### config.mk
export PLATFORM = sky130hd
export DESIGN_NAME = irtd_ram
export DESIGN_NICKNAME = d
export VERILOG_FILES = /design/src/hw/rtl/assert_macros.svh /design/src/hw/rtl/irtd_ram.sv
export SDC_FILE = /design/constraint.sdc
export NUM_CORES = 1
export LEC_CHECK = 0
export BUFFER_PORTS_ARGS = -buffer_cell sky130_fd_sc_hd__buf_2
export CAP_MARGIN = 20
export CORE_UTILIZATION = 50
export CTS_CLUSTER_SIZE = 30
export DETAILED_ROUTE_END_ITERATION = 16
export PLACE_DENSITY = 0.65
export SKIP_CTS_REPAIR_TIMING = 1
export SYNTH_ARGS = -nofsm -noshare
export SYNTH_HDL_FRONTEND = slang
export SYNTH_SLANG_ARGS = --single-unit
### constraint.sdc
create_clock -name clk_i -period 7.79 [get_ports clk_i]
set_input_delay 1.558 -clock clk_i [delete_from_list [all_inputs] [get_ports clk_i]]
set_output_delay 1.558 -clock clk_i [all_outputs]
set_load 0.01 [all_outputs]
### src/hw/rtl/assert_macros.svh
// Assertion macros used by the RTL of the interrupt routing block.
`ifndef ASSERT_MACROS_SVH
`define ASSERT_MACROS_SVH

// Check a property on every rising edge of clk_i outside reset.
`define IRTD_ASSERT(label, prop, msg) \
  label: assert property (@(posedge clk_i) disable iff (!rst_ni) (prop)) else $error(msg);

// Check that a condition never holds on a rising edge of clk_i outside reset.
`define IRTD_NEVER(label, cond, msg) \
  label: assert property (@(posedge clk_i) disable iff (!rst_ni) !(cond)) else $error(msg);

`endif

### src/hw/rtl/irtd_ram.sv
// Generic single-write, single-read RAM with registered read data.
`default_nettype none

module irtd_ram #(
  parameter int unsigned WIDTH = 8,
  parameter int unsigned DEPTH = 128
) (
  input  wire                                     clk_i,
  input  wire                                     we_i,
  input  wire  [(DEPTH > 1 ? $clog2(DEPTH) : 1)-1:0] waddr_i,
  input  wire  [WIDTH-1:0]                        wdata_i,
  input  wire                                     re_i,
  input  wire  [(DEPTH > 1 ? $clog2(DEPTH) : 1)-1:0] raddr_i,
  output logic [WIDTH-1:0]                        rdata_o
);

  logic [WIDTH-1:0] mem_q [DEPTH];

  always_ff @(posedge clk_i) begin
    if (we_i) begin
      mem_q[waddr_i] <= wdata_i;
    end
    if (re_i) begin
      rdata_o <= mem_q[raddr_i];
    end
  end

endmodule

`default_nettype wire

==> run metrics <==
P_int=about 9.3 mW; sequential group share of total power=52.6%; Netlist Area Pre-Place=39700 um2; GRT Total Usage=22.7%; ys flop type=edfxtp_1; Port Buf Inserts=32; number of synthesized flops with an enable pin=1032; Setup-failing EPs final=0; Worst EP arrival=4.75 ns; Synth async-reset ratio=0%; router iterations before antenna repair=5; Rows=103; pre-CTS setup slack=2.75 ns; Least-Margin Pin Slew=around 1.1 ns; initial antenna violation count=14; sequential share of the synthesized area=between 70 and 80%; Max Slew Vio Count=0; Reg-to-Reg End=rdata_o[7]$_DFFE_PP_; CORE AREA=78900 um2; cell area power density=about 260 nW/um2; post-DP HPWL=53600 um; most common cell in the synthesized netlist=edfxtp_1; final period utilization=between 50% and 60%; root buf cell=clkbuf_16; GRT met1 Usage=32.8%; Clock Pin Slew Worst Setup and Hold Paths=0.06 ns; met3 global-route usage=5.41%; clock skew=0.0223 ns; Tmin final=4.33 ns; Post-synth top cells=edfxtp_1, mux4_2, nor2_1; largest net degree at the start of global routing=109; Hold Crit Start=mem_q[110][5]$_DFFE_PP_; DRC Markers=0; Die ar.=80600 um2; vias in the first global route=between 15000 and 20000; critical path class=in -> reg; CP Launch Type=input port; die width=284 um; DR vias=17700; Gate Count Post-Synth=1635; Worst Hold Class=reg -> reg; largest vdd supply drop=0.186 mV; max_cap viols=0; Avg Cell Area, Syn=24.3 um2; Fin. Hold Viols=0; CP Max Fanout=62; Routed Antenna Nets=0; FILL cells=5709; Hold Path Depth=4; cell depth of the worst flop-to-flop path=4; Skew-Pair Late Insertion Delay=roughly 0.66 ns; Area growth syn-to-layout=12.3%; Starting Density=just over 50%; WP data required=8.21 ns; WL per Instance=31.2 um; Comb pwr share=4.7%; slew margin rel.=25.2%; Yosys reg bits=1032; CTS tree=built; clock sinks=~1000; initial DRC count=~2100; Sw Ratio=20.3%; first-pass GRT wire length=130000 um; met2 usage=35.2%; post-synth top area share=78.0%; Yosys warning total=0; LEAKAGE=13.6 nW; RSZ-0062 raised after global routing=no; fmax=roughly 0.23 GHz; outcome=completed; deepest clock path buffer count=3; H-tree levels=3; Die Span Y=284 um; Sw Pwr=between 2 and 2.5 mW; final cell count without fillers=2856; final wirelength=89200 um; nets@finish=1742; total negative setup slack=0 ns; Area contributors post-synth=edfxtp_1, mux4_2, nor2_1; Yosys cell types=16; routability cong.=between 0.7 and 0.8; io pins=33; Synthesized Nets=1660; share of layout cells above drive strength 1=31.2%; post-synth top area cell=edfxtp_1; flop-to-flop setup slack=roughly 5.3 ns; Clock power frac=between 40 and 50%; Top Usage Layer GRT=met2; Hold Path Sink=rdata_o[5]$_DFFE_PP_; Critical Path End Type=register; grt total ovfl=0; Vias/cell=6.21; reg2reg start=mem_q[119][7]$_DFFE_PP_; total CTS buffers=102; placed instance count=2660; fin worst setup slack=3.46 ns
## cells by family (layout without fill, tap and decap cells)
family	count (synthesis)	after routing	synth area share (%)
multiplexers	344	344	19.3
other	0	4	0
flip-flops	1032	1032	78.0
buffers and inverters	89	256	1.01
AND/OR/NAND/NOR	170	170	1.75
## power groups by stage
stage / logic, mW / clock network (mW) / registers (mW)
4_1_cts: 0.553 / 5.07 / 6.15
5_1_grt: 0.578 / 5.27 / 6.15
2_1_floorplan: 0.310 / 0 / 6.26
3_5_place_dp: 0.552 / 0 / 6.27
3_3_place_gp: 0.542 / 0 / 6.27
6_report: 0.545 / 5.00 / 6.15
## final cells by class
class                           count  area, um2  share of cell area [%]
Multi-Input combinational cell    514       8380                    18.8
Antenna cell                        4       10.0                  0.0224
Tap cell                         1050       1310                    2.94
Clock inverter                     63        666                    1.49
Clock buffer                      126       2750                    6.16
Sequential cell                  1032      31000                    69.4
Timing Repair Buffer               67        523                    1.17
## state kept, by name, summed over array words and instances (netlist names)
name     cells
mem_q     1024
rdata_o      8
## critical path, cell delays in order
cell	delay, ns
buf_8	0.53
buf_4	0.56
mux4_2	0.58
mux4_2	0.56
mux4_2	0.55
mux2_2	0.28
## routing by layer
metal | vias to the layer above | wire [um]
met5 | - | 51
met4 | 8 | 1720
met3 | 125 | 8610
met2 | 767 | 43000
met1 | 9631 | 35900
li1 | 7213 | -
## layout by cell type (no fill, tap or decap), drive strengths merged, types with 9 or more instances in the layout
cell and count:
nor3 9, mux4 336, clkbuf 126, edfxtp 1032
clkinv 44, nand3 12, bufinv 14, buf 67
nor2 122, nand2 14
## metrics by stage
stage / cell area (um2) / utilization [%] / power, mW / hold WS [ns]
global route: 44600 / 56.6 / 12.0 / 1.28
detailed placement: 41200 / 52.2 / 6.82 / 1.22
CTS: 44600 / 56.5 / 11.8 / 1.23
global placement: 41200 / 52.2 / 6.81 / 1.20
finish: 44600 / 56.6 / 11.7 / 1.23
floorplan: 39700 / - / 6.57 / 1.15
## how the worst max path moves through the flow
stage	startpoint	to	slack [ns]	cells after the start
finish	raddr_i[0]	rdata_o[7]$_DFFE_PP_	3.46	6
floorplan	raddr_i[0]	rdata_o[0]$_DFFE_PP_	3.59	6
detailed placement	raddr_i[0]	rdata_o[7]$_DFFE_PP_	2.75	6
global route	raddr_i[0]	rdata_o[7]$_DFFE_PP_	3.31	6
CTS	raddr_i[0]	rdata_o[7]$_DFFE_PP_	3.43	6
global placement	raddr_i[0]	rdata_o[4]$_DFFE_PP_	2.77	6
No activity file was read; power rests on OpenSTA's default activity.
