### src/hw/rtl/assert_macros.svh
// Assertion macros used by the RTL of the interrupt routing block.
`ifndef ASSERT_MACROS_SVH
`define ASSERT_MACROS_SVH

// Check a property on every rising edge of clk_i outside reset.
`define IRTD_ASSERT(label, prop, msg) \
  label: assert property (@(posedge clk_i) disable iff (!rst_ni) (prop)) else $error(msg);

// Check that a condition never holds on a rising edge of clk_i outside reset.
`define IRTD_NEVER(label, cond, msg) \
  label: assert property (@(posedge clk_i) disable iff (!rst_ni) !(cond)) else $error(msg);

`endif

### src/hw/rtl/irtd_pkg.sv
// Types and codes shared by the interrupt routing table modules.
`default_nettype none

package irtd_pkg;

  // Request operations
  localparam logic [1:0] OP_REGISTER = 2'd0;
  localparam logic [1:0] OP_ENABLE   = 2'd1;
  localparam logic [1:0] OP_EVENT    = 2'd2;

  // Result kinds
  localparam logic [1:0] KIND_STATUS   = 2'd0;
  localparam logic [1:0] KIND_TIMER    = 2'd1;
  localparam logic [1:0] KIND_DISPATCH = 2'd2;
  localparam logic [1:0] KIND_SPURIOUS = 2'd3;

  // Status codes
  localparam logic [1:0] ST_OK    = 2'd0;
  localparam logic [1:0] ST_RANGE = 2'd1;
  localparam logic [1:0] ST_OWNER = 2'd2;

  localparam int unsigned WORD_W  = 64;
  localparam int unsigned WORDS_W = 3 * WORD_W;

  typedef struct packed {
    logic [1:0]  op;
    logic [1:0]  core;
    logic [7:0]  irq;
    logic [7:0]  owner;
    logic [63:0] v0_word;
    logic [63:0] arg_word;
    logic [63:0] cap_handle;
    logic [31:0] pending;
    logic        timer_pending;
  } req_t;

  typedef struct packed {
    logic [1:0]  kind;
    logic [1:0]  status;
    logic [7:0]  target;
    logic [4:0]  line;
    logic [63:0] out_v0;
    logic [63:0] out_arg;
    logic [63:0] out_cap;
    logic        last;
  } res_t;

  typedef struct packed {
    logic hit;
    logic empty;
  } scan_stat_t;

  function automatic res_t make_simple(logic [1:0] kind, logic [1:0] status, logic last);
    res_t r;
    r        = '0;
    r.kind   = kind;
    r.status = status;
    r.last   = last;
    return r;
  endfunction

endpackage

`default_nettype wire

### src/hw/rtl/irtd_scan.sv
// Bit-serial scan unit: walks a work vector one line per step, lowest first.
`default_nettype none

module irtd_scan
  import irtd_pkg::*;
#(
  parameter int unsigned NUM_IRQS = 32
) (
  input  wire                                           clk_i,
  input  wire                                           rst_ni,
  input  wire                                           load_i,
  input  wire  [NUM_IRQS-1:0]                           work_i,
  input  wire                                           step_i,
  output logic [(NUM_IRQS > 1 ? $clog2(NUM_IRQS) : 1)-1:0] idx_o,
  output scan_stat_t                                    stat_o
);

  localparam int unsigned IRQ_W = NUM_IRQS > 1 ? $clog2(NUM_IRQS) : 1;

  logic [NUM_IRQS-1:0] work_q, work_d;
  logic [IRQ_W-1:0]    idx_q, idx_d;

  always_comb begin
    work_d = work_q;
    idx_d  = idx_q;
    if (load_i) begin
      work_d = work_i;
      idx_d  = '0;
    end else if (step_i) begin
      // drop the current line and advance
      work_d[idx_q] = 1'b0;
      idx_d         = idx_q + IRQ_W'(1);
    end
  end

  always_ff @(posedge clk_i or negedge rst_ni) begin
    if (!rst_ni) begin
      work_q <= '0;
      idx_q  <= '0;
    end else begin
      work_q <= work_d;
      idx_q  <= idx_d;
    end
  end

  assign idx_o        = idx_q;
  assign stat_o.hit   = work_q[idx_q];
  assign stat_o.empty = (work_q == '0);

endmodule

`default_nettype wire

### config.mk
export PLATFORM = sky130hd
export DESIGN_NAME = irtd_scan
export DESIGN_NICKNAME = d
export VERILOG_FILES = /design/src/hw/rtl/assert_macros.svh /design/src/hw/rtl/irtd_pkg.sv /design/src/hw/rtl/irtd_scan.sv
export SDC_FILE = /design/constraint.sdc
export NUM_CORES = 1
export LEC_CHECK = 0
export BUFFER_PORTS_ARGS = -buffer_cell sky130_fd_sc_hd__buf_2
export CORE_MARGIN = 4
export CORE_UTILIZATION = 50
export CTS_CLUSTER_DIAMETER = 120
export DETAILED_ROUTE_END_ITERATION = 6
export PLACE_DENSITY = 0.86
export SLEW_MARGIN = 20
export SYNTH_ARGS = -nofsm -noshare
export SYNTH_HDL_FRONTEND = slang
export SYNTH_SLANG_ARGS = --single-unit
export TNS_END_PERCENT = 1
### constraint.sdc
create_clock -name clk_i -period 1.5 [get_ports clk_i]
set_clock_uncertainty 0.1 [all_clocks]
set_input_delay 0.3 -clock clk_i [delete_from_list [all_inputs] [get_ports clk_i]]
set_output_delay 0.3 -clock clk_i [all_outputs]
set_load 0.01 [all_outputs]
==> out/results.txt, run 1 <==
status: finished, violations left
failing checks: setup timing
setup slack, reg-to-reg: -0.05 ns
unrepaired setup endpoints after global routing: true
WL final: 7010 um
total power per unit cell area: 867 mW/mm^2
CTS H-tree depth: 2
Static Leak: 1.39 nW
crit path max fanout: 16
worst r2r path cells: 7
vias in the first global route: 2212
Nets: 343
Root Buffer: clkbuf_8
clk buf depth: 2
element type at the critical path end: output port
Die Wd: 74.6 um
crit start category: flop
Cell variety after synth: 34
fmax: 0.459 GHz
Syn. warnings: 0
total grt overflow: 0
critical path class: reg -> out
Synth Area in Compound Gates: 11.7%
post-layout power: 2.69 mW
Worst VDD drop: 0.000669 V
Worst Hold Class: in -> reg
DRC viols: 0
vias per cell: 6.14
Routed wire per std cell: 19.8 um
Setup crit end: stat_o[1]
Core ar.: 0.00414 sq mm
vias: 2173
largest net degree at the start of global routing: 38
Reg-to-Reg End: work_q[21]
actual slew at the worst max-slew pin: 0.336 ns
Synth Area in XOR/XNOR: 1.19%
Async S/R FF share, synth: 100%
Max-Cap Viols: 0
detailed placement HPWL: 4680 um
final hold viol count: 0
Ports: 43
first-pass GRT wire length: 11100 um
CP arrival: 1.78 ns
cell count after synthesis: 221
Routed Antenna Nets: 0
fin worst setup slack: -0.677 ns
Skew-Pair Late Insertion Delay: 0.29 ns
largest family of logic cells by synthesized area: simple AND/OR/NAND/NOR gates
Post-Syn Area: 0.00222 sq mm
Final Wtd Congestion: 0.998
GRT Total Usage: 26.3%
clock net sink count: 37
register area share after synthesis: 41.8%
CTS tree: done
crit path time final: 2.18 ns
Mean Syn Cell Area: 10.0 sq um
row cnt: 23
Mapped Nets: 261
simple-gate share of the synthesized area: 18.6%
Initial DRC Count: 162
Chip Height: 74.6 um
Starting Density: 53.5%
finished layout cell area: 0.00310 sq mm
worst reg2reg path startpoint: idx_o[1]
Diodes inserted: 0
ys flop type: dfrtp_1
Post-Synth Adder-Cell Area: 2.26%
Inserted Clock Buffers: 5
share of layout cells above drive strength 1: 48.7%
Fillers: 268
synth-to-layout area growth: 40.1%
Critical Path RT: 1.10 ns
DRT Pass-1 Iters: 5
# setup viols final: 17
Worst-path clk slew: 0.08 ns
Post-synth EDFFs: 0
Port Buffers: 42
die footprint: 0.00556 sq mm
initial antenna violation count: 0
Max Transition Viols Final: 0
Period Utilization, post-route: 145%
multiplexer share of the synthesized area: 18.5%
Max-slew headroom: 77.0%
CP Launch Point: idx_o[1]
Post-Place Cell Area: 0.00276 sq mm
post-synthesis register bit count: 37
-- where the power goes --
part	leakage (nW)	total (mW)	switching, mW	internal (mW)
Combinational	0.892	0.589	0.290	0.299
Clock	0.0585	0.906	0.364	0.542
Sequential	0.443	1.20	0.108	1.09
-- stage by stage --
step	utilization, %	worst slack, ns	cells	TNS, ns	hold WS (ns)
global placement	66.5	-0.284	343	-1.50	0.175
global route	74.9	-0.746	354	-2.59	0.117
floorplan	-	-0.228	221	-0.437	-0.0956
CTS	72.2	-0.602	354	-1.09	0.115
finish	74.9	-0.677	354	-1.43	0.121
detailed placement	66.5	-0.291	343	-3.16	0.178
-- repair_timing --
| action | 4_1_cts | 5_1_grt |
|---|---|---|
| resized for setup | 29 | 29 |
| gates cloned | 0 | 0 |
| hold buffers | 1 | 0 |
| endpoints found under the hold margin | 37 | 0 |
| pin swaps | 2 | 1 |
| setup buffers | 2 | 0 |
| endpoints found under the setup margin | 31 | 35 |
-- layout make-up --
cell class	instances	area, sq um	share of cell area, %
sequential	37	930	29.9
tap	50	62.6	2.02
clock inverter	1	30.0	0.967
timing repair buffer	93	654	21.1
clock buffer	7	86.3	2.78
multi-input combinational	162	1320	42.6
inverter	4	20.0	0.645
-- critical path: stages, from the launching register on --
cell	delay, ns
dfrtp_1	0.40
buf_12	0.18
mux2i_1	0.21
o221ai_1	0.17
a22oi_1	0.24
nand4_1	0.12
buf_2	0.16
-- cells by family after synthesis --
| group | Yosys count |
|---|---|
| flops | 37 |
| buf+inv | 22 |
| simple gates | 70 |
| xor+xnor | 3 |
| mux | 41 |
| fa+ha+maj | 4 |
| compound gates | 44 |
-- worst min-delay path by stage --
stage | depth (start not counted) | slack, ns | to | startpoint
finish | 3 | 0.12 | work_q[31] | work_i[31]
global route | 3 | 0.12 | work_q[31] | work_i[31]
CTS | 3 | 0.12 | work_q[23] | work_i[23]
detailed placement | 2 | 0.18 | work_q[25] | rst_ni
global placement | 2 | 0.17 | work_q[25] | rst_ni
floorplan | 0 | -0.1 | idx_o[0] | rst_ni
-- cells in the final DEF, fill, tap and decap left out, drive strengths merged, types with 4 or more instances in the layout --
| cell | n |
|---|---|
| a21oi | 25 |
| buf | 92 |
| clkbuf | 7 |
| dfrtp | 37 |
| ha | 4 |
| inv | 4 |
| mux2i | 41 |
| nand2 | 18 |
| nand3 | 8 |
| nand3b | 4 |
| nand4 | 4 |
| nor2 | 6 |
| nor4 | 11 |
| o21ai | 11 |
| o221ai | 5 |
| or3b | 4 |
-- cell usage after synthesis, types with 4 or more instances --
master / instances / area, sq um
mux2i_1: 41 / 410
dfrtp_1: 37 / 926
a21oi_1: 25 / 125
nand2_1: 18 / 67.6
nor4_1: 11 / 68.8
buf_2: 9 / 45.0
nand3_1: 8 / 40.0
o21ai_1: 8 / 40.0
nor2_1: 6 / 22.5
ha_1: 4 / 50.1
nand3b_1: 4 / 30.0
nand4_1: 4 / 25.0
or3b_1: 4 / 35.0
-- registers in the layout (all words and copies together), names as in the netlist --
name and count:
work_q 32, idx_o 5
-- per-layer routing --
metal,vias up,share of wire (%),track usage [%]
li1,975,-,-
met1,1060,40,34.2
met2,117,50,42.9
met3,21,7.6,5.68
met4,0,2.5,9.88
met5,-,0,0
No activity file was read; power rests on OpenSTA's default activity.
==> run 2: changes to the inputs <==
--- a/config.mk
+++ b/config.mk
@@ -5,6 +5,7 @@
 export SDC_FILE = /design/constraint.sdc
 export NUM_CORES = 1
 export LEC_CHECK = 0
+export ABC_AREA = 1
 export BUFFER_PORTS_ARGS = -buffer_cell sky130_fd_sc_hd__buf_2
 export CORE_MARGIN = 4
 export CORE_UTILIZATION = 50
@@ -15,4 +16,4 @@
 export SYNTH_ARGS = -nofsm -noshare
 export SYNTH_HDL_FRONTEND = slang
 export SYNTH_SLANG_ARGS = --single-unit
-export TNS_END_PERCENT = 1
+export TNS_END_PERCENT = 20
==> run 2 against run 1 <==
Effect of this change: the run still ends with setup timing left; sequential share of layout area grew 1.2 points; cell area decreased by 3.8%; hold slack got worse by 0.0062 ns; cell count increased by 21%; register-to-register slack worse by 0.13 ns; clock power up 1%; synthesized cell count is 36% higher; critical path type unchanged; routed wire length shrank 9.9%; global-route usage is 2.1 points lower; combinational power up 130%.
==> out/results.txt, run 2 <==
wire length on met3: 350 um (was 532 um)
DRT Pass-1 Iters: 5 (unchanged)
setup slack, reg-to-reg: -0.18 ns (was -0.05 ns)
Chip Height: 74.8 um (was 74.6 um)
placed insts: 411 (was 343)
hold_sp: work_i[31] (unchanged)
GRT Total Usage: 24.2% (was 26.3%)
Period Utilization, post-route: 131% (was 145%)
# setup viols final: 31 (was 17)
Static Leak: 1.49 nW (was 1.39 nW)
Worst VDD drop: 0.000887 V (was 0.000669 V)
Worst Hold Path Cells: 3 (unchanged)
commonest non-fill, non-tap cells in the layout: 77 x nand2_1, 42 x buf_2, 34 x dfrtp_1 (was 42 x buf_2, 40 x buf_4, 39 x mux2i_1)
vias: 2329 (was 2173)
CTS tree: done (unchanged)
clk buf depth: 2 (unchanged)
CP arrival: 1.56 ns (was 1.78 ns)
Core ar.: 0.00432 sq mm (was 0.00414 sq mm)
total power per unit cell area: 1150 mW/mm^2 (was 867 mW/mm^2)
Max Transition Viols Final: 0 (unchanged)
detailed placement HPWL: 4320 um (was 4680 um)
WL final: 6320 um (was 7010 um)
worst reg2reg path startpoint: idx_o[0] (was idx_o[1])
Yosys top cell by area: dfrtp_1 (unchanged)
total grt overflow: 0 (unchanged)
Worst-path clk slew: 0.07 ns (was 0.08 ns)
unrepaired setup endpoints after global routing: true (unchanged)
status: finished, violations left (unchanged)
Top reg by flops: work_q (unchanged)
Mean Syn Cell Area: 7.40 sq um (was 10.0 sq um)
Max-Cap Viols: 0 (unchanged)
crit path max fanout: 16 (unchanged)
row cnt: 24 (was 23)
vias per cell: 5.45 (was 6.14)
actual slew at the worst max-slew pin: 0.319 ns (was 0.336 ns)
Mapped Nets: 341 (was 261)
Routed Antenna Nets: 0 (unchanged)
Routed wire per std cell: 14.8 um (was 19.8 um)
fin worst setup slack: -0.461 ns (was -0.677 ns)
CTS H-tree depth: 2 (unchanged)
met2 routed WL: 3200 um (was 3490 um)
cell count after synthesis: 301 (was 221)
worst r2r path cells: 8 (was 7)
Max-slew headroom: 78.7% (was 77.0%)
Min Hold Slack: 0.115 ns (was 0.121 ns)
Final Util: 69.0% (was 74.9%)
Root Buffer: clkbuf_8 (unchanged)
fmax: 0.510 GHz (was 0.459 GHz)
Top cell by count, worst path: nand2_1
vias in the first global route: 2167 (was 2212)
ys flop type: dfrtp_1 (unchanged)
Synth area leaders: dfrtp_1 42%, nand2_1 13%, a21oi_1 6.5% (was dfrtp_1 42%, mux2i_1 19%, a21oi_1 5.6%)
hold worst-path end: work_q[31] (unchanged)
initial antenna violation count: 0 (unchanged)
Inserted Clock Buffers: 5 (unchanged)
top sig layer: met4 (unchanged)
share of layout cells above drive strength 1: 37.1% (was 48.7%)
Layout Cells excl Fill: 427 (was 354)
crit path time final: 1.96 ns (was 2.18 ns)
Initial DRC Count: 285 (was 162)
max FFs per register: 32 (unchanged)
Starting Density: 51.5% (was 53.5%)
Diodes inserted: 0 (unchanged)
final hold viol count: 0 (unchanged)
Async S/R FF share, synth: 100% (unchanged)
Ports: 43 (unchanged)
post-synthesis register bit count: 37 (unchanged)
synth-to-layout area growth: 34.0% (was 40.1%)
register area share after synthesis: 41.5% (was 41.8%)
Cell variety after synth: 20 (was 34)
critical path class: reg -> out (unchanged)
top cells by count, synth: 79 x nand2_1, 38 x inv_1, 37 x dfrtp_1 (was 41 x mux2i_1, 37 x dfrtp_1, 25 x a21oi_1)
crit start category: flop (unchanged)
die footprint: 0.00559 sq mm (was 0.00556 sq mm)
Syn. warnings: 0 (unchanged)
Post-synth EDFFs: 0 (unchanged)
Worst Hold Class: in -> reg (unchanged)
Post-Syn Area: 0.00223 sq mm (was 0.00222 sq mm)
commonest non-fill, non-tap cell in the layout: nand2_1 (was buf_2)
Post-Place Cell Area: 0.00269 sq mm (was 0.00276 sq mm)
element type at the critical path end: output port (unchanged)
Reg-to-Reg End: work_q[27] (was work_q[21])
Nets: 414 (was 343)
DRT met1 WL: 2660 um (was 2810 um)
finished layout cell area: 0.00299 sq mm (was 0.00310 sq mm)
Critical Path RT: 1.10 ns (about the same)
first-pass GRT wire length: 10200 um (was 11100 um)
crit path cell chain: buf_12, inv_12, nand2_1, nand3_1, nand2_1, nand2_1, nand2_2, nor2_2, nand2_1, buf_2 (was buf_12, mux2i_1, o221ai_1, a22oi_1, nand4_1, buf_2)
max incr delay on CP: 0.40 ns (about the same)
DRC viols: 0 (unchanged)
Die Wd: 74.8 um (was 74.6 um)
Final Wtd Congestion: 0.914 (was 0.998)
failing checks: setup timing (unchanged)
Skew-Pair Late Insertion Delay: 0.29 ns (about the same)
clock net sink count: 37 (unchanged)
Port Buffers: 42 (unchanged)
Slowest cell on crit path: dfrtp_1 (unchanged)
setup TNS: -3.19 ns (was -1.43 ns)
largest net degree at the start of global routing: 65 (was 38)
most common cell in the netlist: nand2_1 (was mux2i_1)
post-synth top area share: 41.5% (was 41.8%)
[run 2: cell types whose count changed after synthesis, moves of 12 or more]
| cell | previous run | this run |
|---|---|---|
| nor2_1 | 6 | 25 |
| inv_1 | 2 | 38 |
| nand3_1 | 8 | 20 |
| o21ai_1 | 8 | 25 |
| nand2_1 | 18 | 79 |
| mux2i_1 | 41 | 1 |
[run 2: kinds of logic (layout without fill, tap and decap cells)]
logic type / count (synthesis) / after routing / synth area share, %
and+or+nand+nor: 138 / 138 / 27.8
AOI/OAI and AO/OA: 63 / 63 / 15.3
buffers and inverters: 58 / 132 / 12.6
DFF: 37 / 37 / 41.5
adders and majority gates: 4 / 4 / 2.25
muxes: 1 / 1 / 0.449
[run 2: worst max-delay path by stage]
stage	from	endpoint	slack (ns)	cells past startpoint
CTS	idx_o[0]	stat_o[1]	-0.45	10
global route	idx_o[0]	stat_o[1]	-0.56	10
floorplan	idx_o[0]	stat_o[1]	-0.08	10
detailed placement	idx_o[0]	stat_o[1]	-0.18	10
global placement	idx_o[0]	stat_o[1]	-0.15	10
finish	idx_o[0]	stat_o[1]	-0.46	10
[run 2: worst max-delay path, delay by kind of cell (launching register included)]
family        cells  cell delay (ns)
flops             1             0.40
simple gates      7             0.48
buf+inv           3             0.38
[run 2: layout make-up]
type	instances	area, sq um
clock inverter	1	30.0
timing repair buffer	80	561
sequential	37	930
clock buffer	7	86.3
tap	52	65.1
inverter	44	180
multi-input combinational	206	1130
fill	343	1340
[run 2: timing repair]
| action | in CTS | in global routing |
|---|---|---|
| hold buffers | 1 | 0 |
| endpoints found under the hold margin | 37 | 0 |
| pin swaps | 11 | 7 |
| gates resized for setup | 23 | 17 |
| buffers inserted | 0 | 7 |
| endpoints found under the setup margin | 36 | 39 |
[run 2: layer usage]
metal | vias to the layer above | GRT usage (%)
met5 | - | 0
met4 | 0 | 4.94
met3 | 12 | 5.34
met2 | 86 | 42.1
met1 | 1100 | 31.1
li1 | 1131 | -
[run 2: report_power, final]
part	internal (mW)	total, mW	switching, mW
logic	0.565	1.33	0.770
clock network	0.543	0.918	0.375
registers	1.10	1.18	0.0725
total	2.21	3.43	1.22
[run 2: per-stage QoR]
step / power, mW / setup WS (ns)
after floorplan: 1.96 / -0.0815
final: 3.43 / -0.461
after detailed placement: 2.33 / -0.177
after CTS: 3.29 / -0.455
after global placement: 2.29 / -0.147
after global routing: 3.60 / -0.560
==> run 3: changes to the inputs <==
--- a/config.mk
+++ b/config.mk
@@ -7,7 +7,6 @@
 export LEC_CHECK = 0
 export ABC_AREA = 1
 export BUFFER_PORTS_ARGS = -buffer_cell sky130_fd_sc_hd__buf_2
-export CORE_MARGIN = 4
 export CORE_UTILIZATION = 50
 export CTS_CLUSTER_DIAMETER = 120
 export DETAILED_ROUTE_END_ITERATION = 6
==> run 3 against run 2 <==
Effect of this change: the run still ends with setup timing left; utilization increased by 3.6 points; combinational power hardly changed; die area shrank 15%; flip-flop and latch count stayed put; clock power decreased by 22%; global-route usage increased by 5.1 points; sequential power is essentially flat; cell area rose by 0.88%; total power is 5.5% lower; largest power group unchanged; highest routed layer unchanged.
==> out/results.txt, run 3 (synthesized netlist as in run 2, its figures left out) <==
status: finished, violations left (unchanged)
failing checks: setup timing (unchanged)
Final Wtd Congestion: 0.892 (was 0.914)
DRC viols: 0 (unchanged)
CTS tree: done (unchanged)
element type at the critical path end: output port (unchanged)
Reg-to-Reg End: work_q[20] (was work_q[27])
total power per unit cell area: 1080 mW/mm^2 (was 1150 mW/mm^2)
max incr delay on CP: 0.46 ns (was 0.40 ns)
Static Leak: 1.51 nW (was 1.49 nW)
hold_sp: work_i[31] (unchanged)
Top cell by count, worst path: nand2_1 (unchanged)
crit path time final: 1.96 ns (about the same)
Max Transition Viols Final: 0 (unchanged)
Critical Path RT: 1.10 ns (about the same)
Nets: 415 (was 414)
P_int: 2.04 mW (was 2.21 mW)
Switching Share: 37.0% (was 35.5%)
Routed Antenna Nets: 0 (unchanged)
crit-path leading delay family: simple AND/OR/NAND/NOR gates (unchanged)
vias: 2366 (was 2329)
initial antenna violation count: 0 (unchanged)
fin worst setup slack: -0.463 ns (was -0.461 ns)
largest net degree at the start of global routing: 34 (was 65)
final hold viol count: 0 (unchanged)
crit path max fanout: 10 (was 16)
Starting Density: 53.8% (was 51.5%)
CP bufs+invs: 2 (was 3)
actual slew at the worst max-slew pin: 0.418 ns (was 0.319 ns)
detailed placement HPWL: 4500 um (was 4320 um)
hold worst-path end: work_q[31] (unchanged)
total grt overflow: 0 (unchanged)
fmax: 0.509 GHz (was 0.510 GHz)
share of layout cells above drive strength 1: 36.0% (was 37.1%)
crit path cell chain: buf_8, nand2_1, nand3_1, nand2_1, nand2_1, nand2_1, nor2_1, nand2_1, buf_2 (was buf_12, inv_12, nand2_1, nand3_1, nand2_1, nand2_1, nand2_2, nor2_2, nand2_1, buf_2)
sw power: 1.20 mW (was 1.22 mW)
vias per cell: 5.57 (was 5.45)
Clk network pwr share: 22.1% (was 26.8%)
Inserted Clock Buffers: 5 (unchanged)
Slowest cell on crit path: dfrtp_2 (was dfrtp_1)
Ports: 43 (unchanged)
worst r2r path cells: 8 (unchanged)
first-pass GRT wire length: 10000 um (was 10200 um)
Comb power frac: 40.8% (was 38.9%)
vias in the first global route: 2209 (was 2167)
Diodes inserted: 0 (unchanged)
synth-to-layout area growth: 35.1% (was 34.0%)
critical path class: reg -> out (unchanged)
CTS H-tree depth: 2 (unchanged)
clk buf depth: 2 (unchanged)
max FFs per register: 32 (unchanged)
row cnt: 23 (was 24)
Skew-Pair Late Insertion Delay: 0.29 ns (about the same)
Root Buffer: clkbuf_8 (unchanged)
Period Utilization, post-route: 131% (about the same)
Sequential Power Share: 37.1% (was 34.3%)
Worst VDD drop: 0.000602 V (was 0.000887 V)
Routed wire per std cell: 15.0 um (was 14.8 um)
Core ar.: 0.00414 sq mm (was 0.00432 sq mm)
commonest non-fill, non-tap cell in the layout: nand2_1 (unchanged)
Die Wd: 68.8 um (was 74.8 um)
crit start category: flop (unchanged)
WL final: 6380 um (was 6320 um)
Worst-path clk slew: 0.07 ns (about the same)
GRT Total Usage: 29.3% (was 24.2%)
worst reg2reg path startpoint: idx_o[0] (unchanged)
setup TNS: -3.54 ns (was -3.19 ns)
commonest non-fill, non-tap cells in the layout: 79 x nand2_1, 41 x buf_2, 34 x inv_1 (was 77 x nand2_1, 42 x buf_2, 34 x dfrtp_1)
Top reg by flops: work_q (unchanged)
CP Launch Point: idx_o[0] (unchanged)
Worst Hold Class: in -> reg (unchanged)
# setup viols final: 36 (was 31)
Chip Height: 68.8 um (was 74.8 um)
Max-slew headroom: 72.1% (was 78.7%)
CP arrival: 1.56 ns (about the same)
Port Buffers: 42 (unchanged)
die footprint: 0.00473 sq mm (was 0.00559 sq mm)
Fillers: 298 (was 343)
Worst Hold Path Cells: 3 (unchanged)
clock net sink count: 37 (unchanged)
Initial DRC Count: 256 (was 285)
Min Hold Slack: 0.104 ns (was 0.115 ns)
Max-Cap Viols: 0 (unchanged)
setup slack, reg-to-reg: -0.23 ns (was -0.18 ns)
unrepaired setup endpoints after global routing: true (unchanged)
DRT Pass-1 Iters: 5 (unchanged)
Final Util: 72.7% (was 69.0%)
run 3: cell count changes in the layout (fill, tap and decap cells not counted), moves of 2 or more:
cell     previous run  this run
buf_12              5         3
a21oi_1            27        15
a21oi_2             2        14
inv_1              22        34
nand2_2             2         0
inv_2              20         9
buf_4              32        25
buf_6               0        10
nand2_1            77        79
run 3: what timing repair did:
item                                    4_1_cts  5_1_grt
resized for setup                            16       32
hold endpoints to repair                     15        0
pin swaps                                     4        1
setup buffers                                 1        3
hold buffers                                  1        0
endpoints found under the setup margin       22       33
cloned                                        1        0
run 3: power by group through the flow:
| stage | sequential [mW] | combinational [mW] | clock (mW) |
|---|---|---|---|
| 2_1_floorplan | 1.18 | 0.785 | 0 |
| 3_3_place_gp | 1.19 | 1.07 | 0 |
| 3_5_place_dp | 1.19 | 1.10 | 0 |
| 4_1_cts | 1.19 | 1.18 | 0.725 |
| 5_1_grt | 1.21 | 1.45 | 0.780 |
| 6_report | 1.20 | 1.32 | 0.714 |
run 3: worst max path at each step:
stage,end,slack [ns],cells past startpoint
after floorplan,stat_o[1],-0.08,10
after global placement,stat_o[1],-0.13,7
after detailed placement,stat_o[1],-0.14,9
after CTS,stat_o[1],-0.42,9
after global routing,stat_o[1],-0.56,9
final,stat_o[1],-0.46,9
run 3: layout make-up:
type / count / area (sq um) / area share, %
clock buffers: 7 / 86.3 / 2.87
repair buffers: 81 / 591 / 19.6
inverters: 44 / 170 / 5.65
flip-flops and latches: 37 / 931 / 30.9
well taps: 50 / 62.6 / 2.08
multi-input cells: 206 / 1170 / 38.9
run 3: stage by stage:
step | instances | area, sq um | worst slack [ns] | total power [mW]
final | 425 | 3010 | -0.463 | 3.24
after global routing | 425 | 3010 | -0.559 | 3.44
after CTS | 422 | 2850 | -0.421 | 3.10
after detailed placement | 412 | 2690 | -0.137 | 2.30
after global placement | 412 | 2690 | -0.126 | 2.25
after floorplan | 301 | 2250 | -0.0815 | 1.96
run 3: tightest hold or removal path: cells and delay by family:
kind	cells	cell delay, ns
buffers and inverters	2	0.11
AO/OA/AOI/OAI	1	0.05
run 3: routing by layer:
metal / vias up / wire (um) / GRT usage (%)
met4: 0 / 159 / 15.3
met3: 17 / 460 / 9.05
met1: 1109 / 2670 / 36.1
met2: 107 / 3090 / 45.8
li1: 1133 / - / -
met5: - / 0 / 0
